==> config.mk <==
export PLATFORM = sky130hd
export DESIGN_NAME = device_placement_fit_allocator_core
export DESIGN_NICKNAME = d
export VERILOG_FILES = /design/src/rtl/dpfa_pkg.sv /design/src/rtl/device_placement_fit_allocator_core.sv /design/src/rtl/dpfa_ram.sv /design/src/rtl/dpfa_regs.sv /design/src/rtl/dpfa_ctrl.sv /design/src/rtl/dpfa_dp.sv
export SDC_FILE = /design/constraint.sdc
export NUM_CORES = 1
export LEC_CHECK = 0
export BUFFER_PORTS_ARGS = -buffer_cell sky130_fd_sc_hd__clkbuf_2
export CORE_MARGIN = 4
export CORE_UTILIZATION = 38
export CTS_BUF_LIST = sky130_fd_sc_hd__clkbuf_16
export CTS_CLUSTER_DIAMETER = 120
export DETAILED_ROUTE_END_ITERATION = 12
export GPL_TIMING_DRIVEN = 0
export SYNTH_ARGS = -nofsm -noshare
export SYNTH_HDL_FRONTEND = slang
export SYNTH_HIERARCHICAL = 1
export SYNTH_SLANG_ARGS = --single-unit
==> constraint.sdc <==
create_clock -name clk -period 14.3 [get_ports clk]
set_clock_uncertainty 0.2 [all_clocks]
set_input_delay 0 -clock clk [delete_from_list [all_inputs] [get_ports clk]]
set_output_delay 0 -clock clk [all_outputs]
set_load 0.005 [all_outputs]
==> src/rtl/dpfa_pkg.sv <==
// Package for the device placement fit allocator.
// Widths, operation/mode/register codes and the controller-datapath structs.
// No dependencies.
`default_nettype none

package dpfa_pkg;

	localparam int DEF_MAX_DEVICES = 8;
	localparam int DEF_MEM_BITS    = 48;

	localparam int OPC_W    = 2;
	localparam int MASK_W   = 8;
	localparam int REQ_W    = 48;
	localparam int OFFSET_W = 32;
	localparam int DEVOUT_W = 3;
	localparam int MODE_W   = 2;
	localparam int NDEV_W   = 4;
	localparam int SLOT_W   = 16;
	localparam int PADDR_W  = 4;
	localparam int PDATA_W  = 32;

	// remainder unit: offset bits consumed per cycle
	localparam int MOD_DIGIT = 8;
	localparam int MOD_STEPS = OFFSET_W / MOD_DIGIT;

	localparam logic [OPC_W-1:0] OP_RESERVE = 2'd0;
	localparam logic [OPC_W-1:0] OP_FINISH  = 2'd1;
	localparam logic [OPC_W-1:0] OP_RETURN  = 2'd2;

	localparam logic [MODE_W-1:0] FIT_FIRST = 2'd0;
	localparam logic [MODE_W-1:0] FIT_BEST  = 2'd1;
	localparam logic [MODE_W-1:0] FIT_WORST = 2'd2;
	localparam logic [MODE_W-1:0] FIT_RR    = 2'd3;

	localparam logic [1:0] REG_FIT_MODE    = 2'd0;
	localparam logic [1:0] REG_NUM_DEVICES = 2'd1;
	localparam logic [1:0] REG_MAX_TASKS   = 2'd2;

	localparam logic [NDEV_W-1:0] RST_NUM_DEVICES = 4'd8;
	localparam logic [SLOT_W-1:0] RST_MAX_TASKS   = 16'd16;

	typedef struct packed {
		logic load;
		logic mod_step;
		logic scan_issue;
		logic tgt_read;
		logic commit;
		logic apply;
		logic reject;
	} dpfa_cmd_t;

	typedef struct packed {
		logic op_reserve;
		logic tgt_ok;
		logic n_zero;
		logic mod_last;
		logic scan_last;
	} dpfa_stat_t;

endpackage

`default_nettype wire

==> src/rtl/device_placement_fit_allocator_core.sv <==
// Top level of the device placement fit allocator: registers, controller,
// datapath. Depends on dpfa_pkg, dpfa_regs, dpfa_ctrl, dpfa_dp, dpfa_ram.
//
// Usage: an operation is taken when start is high and busy is low; its single
// result appears on granted/chosen_device/remaining_bytes for exactly one
// cycle with done high, and the receiver cannot stall it. A reservation holds
// busy through decode, the offset remainder unit (eight offset bits per
// cycle), a scan that reads the devices in use one at a time from the
// per-device state RAM through its single read port, then the drain and
// commit states. Finish and return hold busy through decode and a
// read-modify-write state; rejected operations through decode only. The next
// operation can be taken in the cycle done is shown. Per-device state starts
// at zero after reset through valid bits, with no clearing pass.
`default_nettype none

module device_placement_fit_allocator_core #(
	parameter int MAX_DEVICES = dpfa_pkg::DEF_MAX_DEVICES,
	parameter int MEM_BITS    = dpfa_pkg::DEF_MEM_BITS
) (
	input  wire                            clk,
	input  wire                            arst_n,
	input  wire                            psel,
	input  wire                            penable,
	input  wire                            pwrite,
	input  wire  [dpfa_pkg::PADDR_W-1:0]   paddr,
	input  wire  [dpfa_pkg::PDATA_W-1:0]   pwdata,
	output logic [dpfa_pkg::PDATA_W-1:0]   prdata,
	output logic                           pready,
	input  wire                            start,
	output logic                           busy,
	input  wire  [dpfa_pkg::OPC_W-1:0]     opcode,
	input  wire  [dpfa_pkg::MASK_W-1:0]    device_mask,
	input  wire  [dpfa_pkg::REQ_W-1:0]     request_bytes,
	input  wire  [dpfa_pkg::OFFSET_W-1:0]  start_offset,
	input  wire  [dpfa_pkg::DEVOUT_W-1:0]  target_device,
	output logic                           done,
	output logic                           granted,
	output logic [dpfa_pkg::DEVOUT_W-1:0]  chosen_device,
	output logic [dpfa_pkg::REQ_W-1:0]     remaining_bytes
);
	import dpfa_pkg::*;

	logic [MODE_W-1:0] fit_mode;
	logic [NDEV_W-1:0] num_devices;
	logic [SLOT_W-1:0] max_tasks;
	dpfa_cmd_t         cmd;
	dpfa_stat_t        stat;

	dpfa_regs u_regs (
		.clk        (clk),
		.arst_n     (arst_n),
		.psel       (psel),
		.penable    (penable),
		.pwrite     (pwrite),
		.paddr      (paddr),
		.pwdata     (pwdata),
		.prdata     (prdata),
		.pready     (pready),
		.fit_mode   (fit_mode),
		.num_devices(num_devices),
		.max_tasks  (max_tasks)
	);

	dpfa_ctrl u_ctrl (
		.clk   (clk),
		.arst_n(arst_n),
		.start (start),
		.busy  (busy),
		.cmd   (cmd),
		.stat  (stat)
	);

	dpfa_dp #(
		.MAX_DEVICES(MAX_DEVICES),
		.MEM_BITS   (MEM_BITS)
	) u_dp (
		.clk            (clk),
		.arst_n         (arst_n),
		.cmd            (cmd),
		.stat           (stat),
		.fit_mode       (fit_mode),
		.num_devices    (num_devices),
		.max_tasks      (max_tasks),
		.opcode         (opcode),
		.device_mask    (device_mask),
		.request_bytes  (request_bytes),
		.start_offset   (start_offset),
		.target_device  (target_device),
		.done           (done),
		.granted        (granted),
		.chosen_device  (chosen_device),
		.remaining_bytes(remaining_bytes)
	);

endmodule

`default_nettype wire

==> src/rtl/dpfa_ram.sv <==
// Generic single-write, single-read RAM with registered read data.
// No dependencies.
`default_nettype none

module dpfa_ram #(
	parameter int WIDTH = 64,
	parameter int DEPTH = 8
) (
	input  wire                                  clk,
	input  wire                                  wr_en,
	input  wire  [(DEPTH > 1 ? $clog2(DEPTH) : 1)-1:0] wr_addr,
	input  wire  [WIDTH-1:0]                     wr_data,
	input  wire  [(DEPTH > 1 ? $clog2(DEPTH) : 1)-1:0] rd_addr,
	output logic [WIDTH-1:0]                     rd_data
);

	logic [WIDTH-1:0] mem_q [DEPTH];

	always_ff @(posedge clk) begin
		if (wr_en) begin
			mem_q[wr_addr] <= wr_data;
		end
		rd_data <= mem_q[rd_addr];
	end

endmodule

`default_nettype wire

==> src/rtl/dpfa_regs.sv <==
// Configuration registers behind the APB-style port.
// Depends on dpfa_pkg.
`default_nettype none

module dpfa_regs (
	input  wire                          clk,
	input  wire                          arst_n,
	input  wire                          psel,
	input  wire                          penable,
	input  wire                          pwrite,
	input  wire  [dpfa_pkg::PADDR_W-1:0] paddr,
	input  wire  [dpfa_pkg::PDATA_W-1:0] pwdata,
	output logic [dpfa_pkg::PDATA_W-1:0] prdata,
	output logic                         pready,
	output logic [dpfa_pkg::MODE_W-1:0]  fit_mode,
	output logic [dpfa_pkg::NDEV_W-1:0]  num_devices,
	output logic [dpfa_pkg::SLOT_W-1:0]  max_tasks
);
	import dpfa_pkg::*;

	logic [1:0] idx;
	logic       wr;

	assign pready = 1'b1;
	assign idx    = paddr[3:2];
	assign wr     = psel & penable & pwrite & pready;

	always_ff @(posedge clk or negedge arst_n) begin
		if (!arst_n) begin
			fit_mode    <= FIT_FIRST;
			num_devices <= RST_NUM_DEVICES;
			max_tasks   <= RST_MAX_TASKS;
		end else if (wr) begin
			unique case (idx)
				REG_FIT_MODE:    fit_mode    <= pwdata[MODE_W-1:0];
				REG_NUM_DEVICES: num_devices <= pwdata[NDEV_W-1:0];
				REG_MAX_TASKS:   max_tasks   <= pwdata[SLOT_W-1:0];
				default: ;
			endcase
		end
	end

	always_comb begin
		unique case (idx)
			REG_FIT_MODE:    prdata = PDATA_W'(fit_mode);
			REG_NUM_DEVICES: prdata = PDATA_W'(num_devices);
			REG_MAX_TASKS:   prdata = PDATA_W'(max_tasks);
			default:         prdata = '0;
		endcase
	end

endmodule

`default_nettype wire

==> src/rtl/dpfa_ctrl.sv <==
// Sequencing state machine: decode, offset remainder, device scan, drain, commit, finish/return apply.
// Depends on dpfa_pkg.
`default_nettype none

module dpfa_ctrl (
	input  wire                        clk,
	input  wire                        arst_n,
	input  wire                        start,
	output logic                       busy,
	output dpfa_pkg::dpfa_cmd_t        cmd,
	input  wire dpfa_pkg::dpfa_stat_t  stat
);
	import dpfa_pkg::*;

	typedef enum logic [2:0] {
		S_IDLE,
		S_DECODE,
		S_MOD,
		S_SCAN,
		S_DRAIN,
		S_COMMIT,
		S_TAPPLY
	} state_t;

	state_t state_q;
	logic   busy_q;

	assign busy = busy_q;

	always_comb begin
		cmd = '0;
		unique case (state_q)
			S_IDLE:   cmd.load = start;
			S_DECODE: begin
				if (stat.op_reserve && !stat.n_zero) begin
					cmd.reject = 1'b0;
				end else if (stat.tgt_ok) begin
					cmd.tgt_read = 1'b1;
				end else begin
					cmd.reject = 1'b1;
				end
			end
			S_MOD:    cmd.mod_step   = 1'b1;
			S_SCAN:   cmd.scan_issue = 1'b1;
			S_DRAIN:  ;
			S_COMMIT: cmd.commit     = 1'b1;
			S_TAPPLY: cmd.apply      = 1'b1;
			default:  ;
		endcase
	end

	always_ff @(posedge clk or negedge arst_n) begin
		if (!arst_n) begin
			state_q <= S_IDLE;
			busy_q  <= 1'b0;
		end else begin
			unique case (state_q)
				S_IDLE: begin
					if (start) begin
						state_q <= S_DECODE;
						busy_q  <= 1'b1;
					end
				end
				S_DECODE: begin
					if (stat.op_reserve && !stat.n_zero) begin
						state_q <= S_MOD;
					end else if (stat.tgt_ok) begin
						state_q <= S_TAPPLY;
					end else begin
						state_q <= S_IDLE;
						busy_q  <= 1'b0;
					end
				end
				S_MOD: begin
					if (stat.mod_last) begin
						state_q <= S_SCAN;
					end
				end
				S_SCAN: begin
					if (stat.scan_last) begin
						state_q <= S_DRAIN;
					end
				end
				S_DRAIN: state_q <= S_COMMIT;
				S_COMMIT, S_TAPPLY: begin
					state_q <= S_IDLE;
					busy_q  <= 1'b0;
				end
				default: begin
					state_q <= S_IDLE;
					busy_q  <= 1'b0;
				end
			endcase
		end
	end

endmodule

`default_nettype wire

==> src/rtl/dpfa_dp.sv <==
// Datapath: operand capture, offset remainder unit, device scan with fit
// selection, per-device state RAM with valid bits, result register.
// Depends on dpfa_pkg and dpfa_ram.
`default_nettype none

module dpfa_dp #(
	parameter int MAX_DEVICES = dpfa_pkg::DEF_MAX_DEVICES,
	parameter int MEM_BITS    = dpfa_pkg::DEF_MEM_BITS
) (
	input  wire                            clk,
	input  wire                            arst_n,
	input  wire dpfa_pkg::dpfa_cmd_t       cmd,
	output dpfa_pkg::dpfa_stat_t           stat,
	input  wire  [dpfa_pkg::MODE_W-1:0]    fit_mode,
	input  wire  [dpfa_pkg::NDEV_W-1:0]    num_devices,
	input  wire  [dpfa_pkg::SLOT_W-1:0]    max_tasks,
	input  wire  [dpfa_pkg::OPC_W-1:0]     opcode,
	input  wire  [dpfa_pkg::MASK_W-1:0]    device_mask,
	input  wire  [dpfa_pkg::REQ_W-1:0]     request_bytes,
	input  wire  [dpfa_pkg::OFFSET_W-1:0]  start_offset,
	input  wire  [dpfa_pkg::DEVOUT_W-1:0]  target_device,
	output logic                           done,
	output logic                           granted,
	output logic [dpfa_pkg::DEVOUT_W-1:0]  chosen_device,
	output logic [dpfa_pkg::REQ_W-1:0]     remaining_bytes
);
	import dpfa_pkg::*;

	localparam int DEV_W  = (MAX_DEVICES > 1) ? $clog2(MAX_DEVICES) : 1;
	localparam int NW     = $clog2(MAX_DEVICES + 1);
	localparam int CW     = (MEM_BITS > REQ_W) ? MEM_BITS : REQ_W;
	localparam int ENT_W  = MEM_BITS + SLOT_W;
	localparam int STEP_W = (MOD_STEPS > 1) ? $clog2(MOD_STEPS) : 1;
	localparam logic [MEM_BITS-1:0] MEM_ONES = '1;

	// captured operands
	logic [OPC_W-1:0]    op_q;
	logic [MASK_W-1:0]   mask_q;
	logic [REQ_W-1:0]    req_q;
	logic [OFFSET_W-1:0] start_q;
	logic [DEVOUT_W-1:0] tgt_q;
	logic [NW-1:0]       n_q;
	logic [OFFSET_W-1:0] rr_q;

	// remainder unit and scan
	logic [NW-1:0]       rem_q;
	logic [STEP_W-1:0]   step_q;
	logic [DEV_W-1:0]    d_q;
	logic [NW-1:0]       cnt_q;
	logic                pv_s1;
	logic [DEV_W-1:0]    dev_s1;
	logic                vld_s1;
	logic                sel_vld_q;
	logic [DEV_W-1:0]    sel_dev_q;
	logic [MEM_BITS-1:0] sel_free_q;
	logic [SLOT_W-1:0]   sel_busy_q;
	logic [MAX_DEVICES-1:0] vld_q;

	// result
	logic                done_q;
	logic                granted_q;
	logic [DEVOUT_W-1:0] chosen_q;
	logic [REQ_W-1:0]    remaining_q;

	logic [7:0]          nd_ext;
	logic [NW-1:0]       n_in;
	logic [7:0]          tgt_ext;
	logic [DEV_W-1:0]    tgt_addr;
	logic [NW-1:0]       rem_nx;
	logic [NW:0]         rem_t;
	logic [NW-1:0]       d_inc;
	logic [DEV_W-1:0]    d_nx;
	logic [DEV_W-1:0]    rd_addr;
	logic [ENT_W-1:0]    rd_data;
	logic [MEM_BITS-1:0] rd_free;
	logic [SLOT_W-1:0]   rd_busy;
	logic [DEV_W+2:0]    dev_ext;
	logic                in_mask;
	logic                elig;
	logic                better;
	logic                take;
	logic                wr_en;
	logic [DEV_W-1:0]    wr_addr;
	logic [ENT_W-1:0]    wr_data;
	logic                res_grant;
	logic [DEV_W-1:0]    res_dev;
	logic [MEM_BITS-1:0] res_free;
	logic [MEM_BITS-1:0] rsv_free;
	logic [SLOT_W-1:0]   slot_inc;
	logic [SLOT_W-1:0]   slot_dec;
	logic [CW:0]         ret_sum;
	logic [MEM_BITS-1:0] ret_free;

	assign nd_ext   = 8'(num_devices);
	assign n_in     = (nd_ext > 8'(MAX_DEVICES)) ? NW'(MAX_DEVICES) : NW'(nd_ext);
	assign tgt_ext  = 8'(tgt_q);
	assign tgt_addr = tgt_ext[DEV_W-1:0];

	assign stat.op_reserve = (op_q == OP_RESERVE);
	assign stat.tgt_ok     = ((op_q == OP_FINISH) || (op_q == OP_RETURN)) &&
		(tgt_ext < 8'(n_q));
	assign stat.n_zero     = (n_q == '0);
	assign stat.mod_last   = (step_q == STEP_W'(MOD_STEPS - 1));
	assign stat.scan_last  = (cnt_q == n_q - 1'b1);

	// MOD_DIGIT restoring steps on the narrow remainder
	always_comb begin
		rem_nx = rem_q;
		rem_t  = '0;
		for (int j = 0; j < MOD_DIGIT; j++) begin
			rem_t = {rem_nx, start_q[OFFSET_W-1-j]};
			if (rem_t >= {1'b0, n_q}) begin
				rem_t = rem_t - {1'b0, n_q};
			end
			rem_nx = rem_t[NW-1:0];
		end
	end

	assign d_inc = NW'(d_q) + 1'b1;
	assign d_nx  = (d_inc == n_q) ? '0 : d_inc[DEV_W-1:0];

	assign rd_addr = cmd.tgt_read ? tgt_addr : d_q;

	dpfa_ram #(
		.WIDTH(ENT_W),
		.DEPTH(MAX_DEVICES)
	) u_state_ram (
		.clk    (clk),
		.wr_en  (wr_en),
		.wr_addr(wr_addr),
		.wr_data(wr_data),
		.rd_addr(rd_addr),
		.rd_data(rd_data)
	);

	assign rd_free = vld_s1 ? rd_data[MEM_BITS-1:0] : '0;
	assign rd_busy = vld_s1 ? rd_data[ENT_W-1:MEM_BITS] : '0;

	assign dev_ext = {3'b000, dev_s1};
	assign in_mask = (dev_ext[DEV_W+2:3] == '0) && mask_q[dev_ext[2:0]];
	assign elig    = pv_s1 && in_mask && (rd_busy < max_tasks) &&
		(CW'(rd_free) >= CW'(req_q));

	always_comb begin
		case (fit_mode)
			FIT_BEST:  better = (rd_free <= sel_free_q);
			FIT_WORST: better = (rd_free >= sel_free_q);
			default:   better = 1'b0;
		endcase
	end

	assign take = elig && (!sel_vld_q || better);

	assign rsv_free = MEM_BITS'(CW'(sel_free_q) - CW'(req_q));
	assign slot_inc = sel_busy_q + 1'b1;
	assign slot_dec = rd_busy - 1'b1;
	assign ret_sum  = (CW + 1)'(rd_free) + (CW + 1)'(req_q);
	assign ret_free = (ret_sum > (CW + 1)'(MEM_ONES)) ? MEM_ONES : ret_sum[MEM_BITS-1:0];

	always_comb begin
		wr_en     = 1'b0;
		wr_addr   = sel_dev_q;
		wr_data   = {slot_inc, rsv_free};
		res_grant = 1'b0;
		res_dev   = '0;
		res_free  = '0;
		if (cmd.commit && sel_vld_q) begin
			wr_en     = 1'b1;
			res_grant = 1'b1;
			res_dev   = sel_dev_q;
			res_free  = rsv_free;
		end else if (cmd.apply) begin
			wr_addr = dev_s1;
			if (op_q == OP_FINISH) begin
				wr_data = {slot_dec, rd_free};
				if (rd_busy != '0) begin
					wr_en     = 1'b1;
					res_grant = 1'b1;
					res_dev   = dev_s1;
					res_free  = rd_free;
				end
			end else begin
				wr_data   = {rd_busy, ret_free};
				wr_en     = 1'b1;
				res_grant = 1'b1;
				res_dev   = dev_s1;
				res_free  = ret_free;
			end
		end
	end

	// control state
	always_ff @(posedge clk or negedge arst_n) begin
		if (!arst_n) begin
			rr_q      <= '0;
			step_q    <= '0;
			cnt_q     <= '0;
			pv_s1     <= 1'b0;
			sel_vld_q <= 1'b0;
			vld_q     <= '0;
			done_q    <= 1'b0;
		end else begin
			pv_s1  <= cmd.scan_issue;
			done_q <= cmd.commit | cmd.apply | cmd.reject;
			if (cmd.load && (opcode == OP_RESERVE) && (fit_mode == FIT_RR)) begin
				rr_q <= rr_q + 1'b1;
			end
			if (cmd.load) begin
				step_q <= '0;
			end else if (cmd.mod_step) begin
				step_q <= step_q + 1'b1;
			end
			if (cmd.mod_step && stat.mod_last) begin
				cnt_q     <= '0;
				sel_vld_q <= 1'b0;
			end else begin
				if (cmd.scan_issue) begin
					cnt_q <= cnt_q + 1'b1;
				end
				if (take) begin
					sel_vld_q <= 1'b1;
				end
			end
			if (wr_en) begin
				vld_q[wr_addr] <= 1'b1;
			end
		end
	end

	// payload
	always_ff @(posedge clk) begin
		if (cmd.load) begin
			op_q    <= opcode;
			mask_q  <= device_mask;
			req_q   <= request_bytes;
			tgt_q   <= target_device;
			n_q     <= n_in;
			start_q <= ((opcode == OP_RESERVE) && (fit_mode == FIT_RR)) ? rr_q : start_offset;
			rem_q   <= '0;
		end else if (cmd.mod_step) begin
			start_q <= start_q << MOD_DIGIT;
			rem_q   <= rem_nx;
		end
		if (cmd.mod_step && stat.mod_last) begin
			d_q <= rem_nx[DEV_W-1:0];
		end else if (cmd.scan_issue) begin
			d_q <= d_nx;
		end
		dev_s1 <= rd_addr;
		vld_s1 <= vld_q[rd_addr];
		if (take) begin
			sel_dev_q  <= dev_s1;
			sel_free_q <= rd_free;
			sel_busy_q <= rd_busy;
		end
		if (cmd.commit | cmd.apply | cmd.reject) begin
			granted_q   <= res_grant;
			chosen_q    <= DEVOUT_W'(res_dev);
			remaining_q <= REQ_W'(res_free);
		end
	end

	assign done            = done_q;
	assign granted         = granted_q;
	assign chosen_device   = chosen_q;
	assign remaining_bytes = remaining_q;

endmodule

`default_nettype wire

# Word level (Yosys, flattened, before mapping)
# Memory sizes are Yosys's and may differ from the RTL's. A register that Yosys moved wholly into a read port is not among the register bits.
# Index checks and enable logic that the tools add are counted.
# totals
reg_bits	302
latch_bits	0
mem_bits_rw	512
romBits	0
input_bits	135
output_inout_bits	87
wordCells	195
memories	1
# mem_list
name	words	width	rd	rd_ports_with_merged_regs	write_ports	line_no	rtl
u_dp.u_state_ram.mem_q	8	64	1	1	1	dpfa_ram.sv:17	logic [WIDTH-1:0] mem_q [DEPTH];
# classes
n_addsub	17
mul	0
n_div	0
magnitude_cmp	19
eq_ne	21
n_shift	0
muxes	72
n_bitwise	6
reduce_logical	31
# ops
cell	count
two-way mux 48 bit	6
two-way mux 64 bit	3
>= comparator 48 bit	2
two-way mux 32 bit	3
adder 48 x 48 -> 49 bit	1
> comparator 49 x 48 -> 1 bit, second input constant	1
less-or-equal comparator 48 bit	1
one-hot mux 16 bit (3 select lines)	1
subtractor 48 bit	1
two-way mux 3 bit	15
>= comparator 5 x 4 -> 1 bit	8
two-way mux 4 bit	10
adder 32 x 1 -> 32 bit, second input constant	1
subtractor 4 bit	8
two-way mux 1 bit	25
adder 16 x 1 -> 16 bit, second input constant	1
less-than comparator 16 bit	1
two-way mux 16 bit	1
nonzero test 16 bit	1
subtractor 16 x 1 -> 16 bit, second input constant	1
one-hot mux 3 bit (5 select lines)	1
logical AND 1 bit	12
less-than comparator 3 x 4 -> 1 bit, second input constant	3
equality test 2 bit, second input constant	5
33 further kinds	54

# Longest topological paths before layout
# depth
word_depth	17
mapped_depth	67
mapped_depth_nobuf	66

# By module
# Netlist, hierarchy kept.
# modules_own_cells
module	instances	cells_each	area_per_inst_um2	seq_area_each_um2
dpfa_dp	1	2550	22994.6	7962.6
dpfa_ram	1	816	20547.2	16656.0
dpfa_regs	1	92	1204.9	553.0
dpfa_ctrl	1	32	259.0	100.1

# Worst setup path before layout
# OpenSTA, ideal clock, no wires.
# synth_path
path_type	register to register
from	register u_dp.n_q[1]
to	register u_dp.d_q[2] (data pin)
setup_ns	0.268
arrival_ns	12.231
required_time_ns	13.832
path_slack_ns	1.601
path_stages_with_launch	62
path_buffers	1
synth_period_minus_slack_ns	12.699
cell_sequence	edfxtp_1 inv_1 ha_1 nand2b_1 a21oi_2 nor2_1 a21oi_1 inv_1 ha_1 a2111oi_2 or3_4 o21ai_0 o21ai_0 inv_1 ha_1 nor3_1 a21o_1 nand2b_1 (+26 left out) mux2_2 inv_1 ha_1 o21ai_0 nand2b_1 a21o_1 a221o_1 a211o_1 buf_6 mux2i_1 ha_1 o21ai_0 nand2b_1 a21o_1 a21oi_1 inv_1 nor2_2 o311ai_1
# synth_between
elab_chain_cells	17
elab_cells_between_ends	28
cone_classes	8 x add/sub; 8 x order compare; 1 x eq/ne; 11 x mux
# synth_rtl
item	line_no	rtl
start, declared	dpfa_dp.sv:42	logic [NW-1:0] n_q;
start signal, assigned	dpfa_dp.sv:237	n_q <= n_in;
subtractor 4 bit or >= comparator 5 x 4 -> 1 bit (tied branches)	dpfa_dp.sv:113, dpfa_dp.sv:112	
two-way mux 4 bit	dpfa_dp.sv:112	if (rem_t >= {1'b0, n_q}) begin
subtractor 4 bit or >= comparator 5 x 4 -> 1 bit (tied branches)	dpfa_dp.sv:113, dpfa_dp.sv:112	
two-way mux 4 bit	dpfa_dp.sv:112	
subtractor 4 bit or >= comparator 5 x 4 -> 1 bit (tied branches)	dpfa_dp.sv:113, dpfa_dp.sv:112	
two-way mux 4 bit	dpfa_dp.sv:112	
>= comparator 5 x 4 -> 1 bit or subtractor 4 bit (tied branches)	dpfa_dp.sv:112, dpfa_dp.sv:113	
two-way mux 4 bit	dpfa_dp.sv:112	
subtractor 4 bit or >= comparator 5 x 4 -> 1 bit (tied branches)	dpfa_dp.sv:113, dpfa_dp.sv:112	
two-way mux 4 bit	dpfa_dp.sv:112	
subtractor 4 bit or >= comparator 5 x 4 -> 1 bit (tied branches)	dpfa_dp.sv:113, dpfa_dp.sv:112	
two-way mux 4 bit	dpfa_dp.sv:112	
>= comparator 5 x 4 -> 1 bit or subtractor 4 bit (tied branches)	dpfa_dp.sv:112, dpfa_dp.sv:113	
two-way mux 4 bit	dpfa_dp.sv:112	
subtractor 4 bit or >= comparator 5 x 4 -> 1 bit (tied branches)	dpfa_dp.sv:113, dpfa_dp.sv:112	
two-way mux 4 bit	dpfa_dp.sv:112	
two-way mux 3 bit *	dpfa_dp.sv:244	if (cmd.mod_step && stat.mod_last) begin
end signal, assigned	dpfa_dp.sv:245	d_q <= rem_nx[DEV_W-1:0];
end signal, assigned	dpfa_dp.sv:247	d_q <= d_nx;
end, declared	dpfa_dp.sv:48	logic [DEV_W-1:0] d_q;
# Mark *: on every way between the ends. The rest lies on a longest branch, timed or not. The select of a mux whose other input is x is not followed.
# A chain may end at the register's enable or synchronous reset.

# Worst setup path after layout
# layout_path
from	register u_dp.n_q[2]
to	register u_dp.d_q[2] (data pin)
# layout_between
elab_chain_cells	17
elab_cells_between_ends	28
cone_classes	8 x add/sub; 8 x order compare; 1 x eq/ne; 11 x mux
# layout_rtl
item	line_no
subtractor 4 bit or >= comparator 5 x 4 -> 1 bit (tied branches)	dpfa_dp.sv:113, dpfa_dp.sv:112
two-way mux 4 bit	dpfa_dp.sv:112
subtractor 4 bit or >= comparator 5 x 4 -> 1 bit (tied branches)	dpfa_dp.sv:113, dpfa_dp.sv:112
two-way mux 4 bit	dpfa_dp.sv:112
>= comparator 5 x 4 -> 1 bit or subtractor 4 bit (tied branches)	dpfa_dp.sv:112, dpfa_dp.sv:113
two-way mux 4 bit	dpfa_dp.sv:112
subtractor 4 bit or >= comparator 5 x 4 -> 1 bit (tied branches)	dpfa_dp.sv:113, dpfa_dp.sv:112
two-way mux 4 bit	dpfa_dp.sv:112
subtractor 4 bit or >= comparator 5 x 4 -> 1 bit (tied branches)	dpfa_dp.sv:113, dpfa_dp.sv:112
two-way mux 4 bit	dpfa_dp.sv:112
subtractor 4 bit or >= comparator 5 x 4 -> 1 bit (tied branches)	dpfa_dp.sv:113, dpfa_dp.sv:112
two-way mux 4 bit	dpfa_dp.sv:112
>= comparator 5 x 4 -> 1 bit or subtractor 4 bit (tied branches)	dpfa_dp.sv:112, dpfa_dp.sv:113
two-way mux 4 bit	dpfa_dp.sv:112
subtractor 4 bit or >= comparator 5 x 4 -> 1 bit (tied branches)	dpfa_dp.sv:113, dpfa_dp.sv:112
two-way mux 4 bit	dpfa_dp.sv:112
two-way mux 3 bit *	dpfa_dp.sv:244
# Marks and branches as above.

==> results.cfg <==
[synth]
synth_top_area_share_pct = 48.8
synth.avg_cell_area_um2 = 12.9
synth.distinct_cells = 101
ys_seq_elements = 878
syn_inst = 3490
synthMuxAreaShare_pct = 9.97
synthFlopType = edfxtp_1
yosysMostFrequentCell = edfxtp_1
synth_area_leader_cell = edfxtp_1
synth_fa_ha_area_share_pct = 8.15
ys_seq_area_share_pct = 56.2
synth_common_cells = edfxtp_1 (731), ha_1 (277), nand2_1 (265)
synthXorXnorAreaFrac_pct = 3.09
yosysWarnings = 6
synth_simple_gate_area_share_pct = 9.03
syn-cell-area_um2 = 45000
synth_top_family_by_area = compound AO/OA/AOI/OAI gates
async_reset_ff_share_pct = 8.54
synth_compound_area_share_pct = 10.0
synthTopCellsByArea = edfxtp_1 (49%), ha_1 (7.7%), mux4_2 (6.5%), dfrtp_1 (4.1%), dfxtp_1 (3.2%)
synth-edff-count = 731

[route]
postRouteAntennaNets = 0
routed_wl_mm = 127
drt_iter0_drc = 2777
wl_met1_mm = 56.8
viasPerCell = 5.39
drc_errors = 0
drtPass1Iterations = 5
wire_per_inst_um = 22.4
met3_length_mm = 8.60
via_count = 30608
highest_layer = met4
dr_wl_met2_mm = 58.2

[critical_path]
end_kind = flop
cpMaxStageDelayCell = edfxtp_1
cp.required_ns = 14.55
max_stage_delay_ns = 0.45
crit_type = flop to flop
crit_fanout = 9
cp.arrival_ns = 13.60
startpoint_type = flop
path_common_cell = ha_1

[place]
gp_congestion = 0.909
post_dp_cell_area_um2 = 48700
dp_hpwl_mm = 91.6
portBuffers = 185

[cts]
cts_buffer_depth = 3
numCtsBuffers = 98
cts_root_buf = clkbuf_16
clk_pin_slew_ns = 0.06
cts_tree = built
htree_levels = 3
clk_latency_ns = 0.71
cts.sinks = 878

[status]
status = completed

[grt]
antenna_found_initial = 1
grt_pass1_wl_mm = 190
track_usage_pct = 19.9
grt_max_degree = 49
grt_pass1_vias = 30629
grt_remaining_overflow = 0

[floorplan]
core_area_um2 = 117000
ioPinCount = 222
initial_core_util_pct = 38.5
rows = 125
die_x_um = 352
dieArea_um2 = 124000
die_h_um = 352

[cells_and_area]
drive_gt1_share_pct = 17.9
syn_to_final_growth_pct = 21.0
antenna_cells = 0
design_area_um2 = 54500
fin_nets = 4497

[sta]
max_freq_mhz = 74.9
finalHoldViolCount = 0
drv_slew = 0
relSlewSlack_pct = 8.31
fin_crit_ns = 13.35
holdWs_ns = 0.0419
finalCritPeriodShare_pct = 93.4
worst_pin_slew_ns = 1.38
finalSetupViolCount = 0

[min_path]
hold_path_class = input port to flop

[run]
cap_viol_max_count = 0
## routing by layer
metal | up-vias | track usage, %
met5 | - | 0
met4 | 0 | 5.50
met3 | 189 | 3.89
met2 | 1038 | 31.6
met1 | 15169 | 28.0
li1 | 14212 | -
## state kept, by name, summed over array words and instances, names as in the netlist, 8 cells and up
name / flops
u_dp/u_state_ram/mem_q: 512
u_dp/u_state_ram/rd_data: 64
u_dp/remaining_bytes: 48
u_dp/req_q: 48
u_dp/sel_free_q: 48
u_dp/rr_q: 32
u_dp/start_q: 32
u_dp/sel_busy_q: 16
u_regs/max_tasks: 16
u_dp/mask_q: 8
u_dp/vld_q: 8
## through the flow
| stage | instances | util [%] | worst slack, ns | TNS, ns |
|---|---|---|---|---|
| 2_1_floorplan | 3505 | - | 1.60 | 0 |
| 5_1_grt | 5682 | 46.6 | -0.0334 | -0.0334 |
| 4_1_cts | 5667 | 46.5 | 0.0481 | 0 |
| 6_report | 5682 | 46.6 | 0.945 | 0 |
| 3_5_place_dp | 5263 | 41.7 | -0.869 | -5.43 |
| 3_3_place_gp | 5214 | 41.0 | -1.73 | -85.75 |
## timing repair
| item | CTS | global route |
|---|---|---|
| hold buffers | 219 | 0 |
| endpoints found under the setup margin | 7 | 7 |
| pin swaps | 0 | 0 |
| resized for setup | 3 | 17 |
| gates cloned | 0 | 0 |
| endpoints found under the hold margin | 225 | 0 |
| setup buffers | 2 | 14 |
## worst paths after layout
path / to / startpoint / cells after the start / slack (ns)
setup / recovery: u_dp/d_q[2] / u_dp/n_q[2] / 63 / 0.95
hold / removal: u_dp/start_q[3] / start_offset[3] / 4 / 0.04
setup reg to reg: u_dp/d_q[2] / u_dp/n_q[2] / 63 / 0.95
hold reg to reg: u_dp/vld_q[5] / u_dp/vld_q[5] / 1 / 0.26
max in group asynchronous: u_regs/max_tasks[4] / arst_n / 4 / 13.37
min in group asynchronous: u_dp/rr_q[28] / arst_n / 4 / 0.21
## placed cells by master, fill, tap and decap left out, types with 46 or more instances in the layout
master	netlist	layout
clkbuf_2	1	185
nand2b_1	61	61
nand2_1	265	265
nor2_1	181	173
o21ai_0	150	149
mux4_2	130	130
xnor2_1	112	112
mux2_2	90	90
and2_1	53	53
a21o_1	67	67
edfxtp_1	731	731
dfxtp_1	72	72
xor2_1	47	47
clkbuf_16	0	100
dfrtp_1	73	73
a21oi_1	180	176
inv_1	236	249
dlygate4sd3_1	0	218
nand4_1	46	46
clkbuf_1	89	89
buf_4	20	48
ha_1	277	277
## critical path, delay by kind of cell, from the launching register on
family | cells | cell delay, ns
adder cells (fa/ha/maj) | 8 | 2.46
buffers and inverters | 5 | 0.64
AO/OA/AOI/OAI | 29 | 5.49
flip-flops | 1 | 0.45
multiplexers | 4 | 1.17
AND/OR/NAND/NOR | 17 | 2.66
## cells by family (layout without fill, tap and decap cells)
logic type	after synthesis	after routing
fa+ha+maj	287	287
other cells	2	17
simple gates	827	827
flops	878	878
compound gates	692	692
buf+inv	378	1031
mux	267	267
xor+xnor	159	159
## layout make-up
type | count | area, µm²
Buffer | 142 | 731
Clock buffer | 100 | 2500
Clock inverter | 83 | 836
Fill cell | 10324 | 62400
Inverter | 236 | 897
Multi-Input combinational cell | 2249 | 18300
Sequential cell | 878 | 25300
Tap cell | 1524 | 1910
Timing Repair Buffer | 470 | 3980
Power is not shown: default switching activity piles up to over one toggle a cycle in this logic, so the estimate is an artifact.
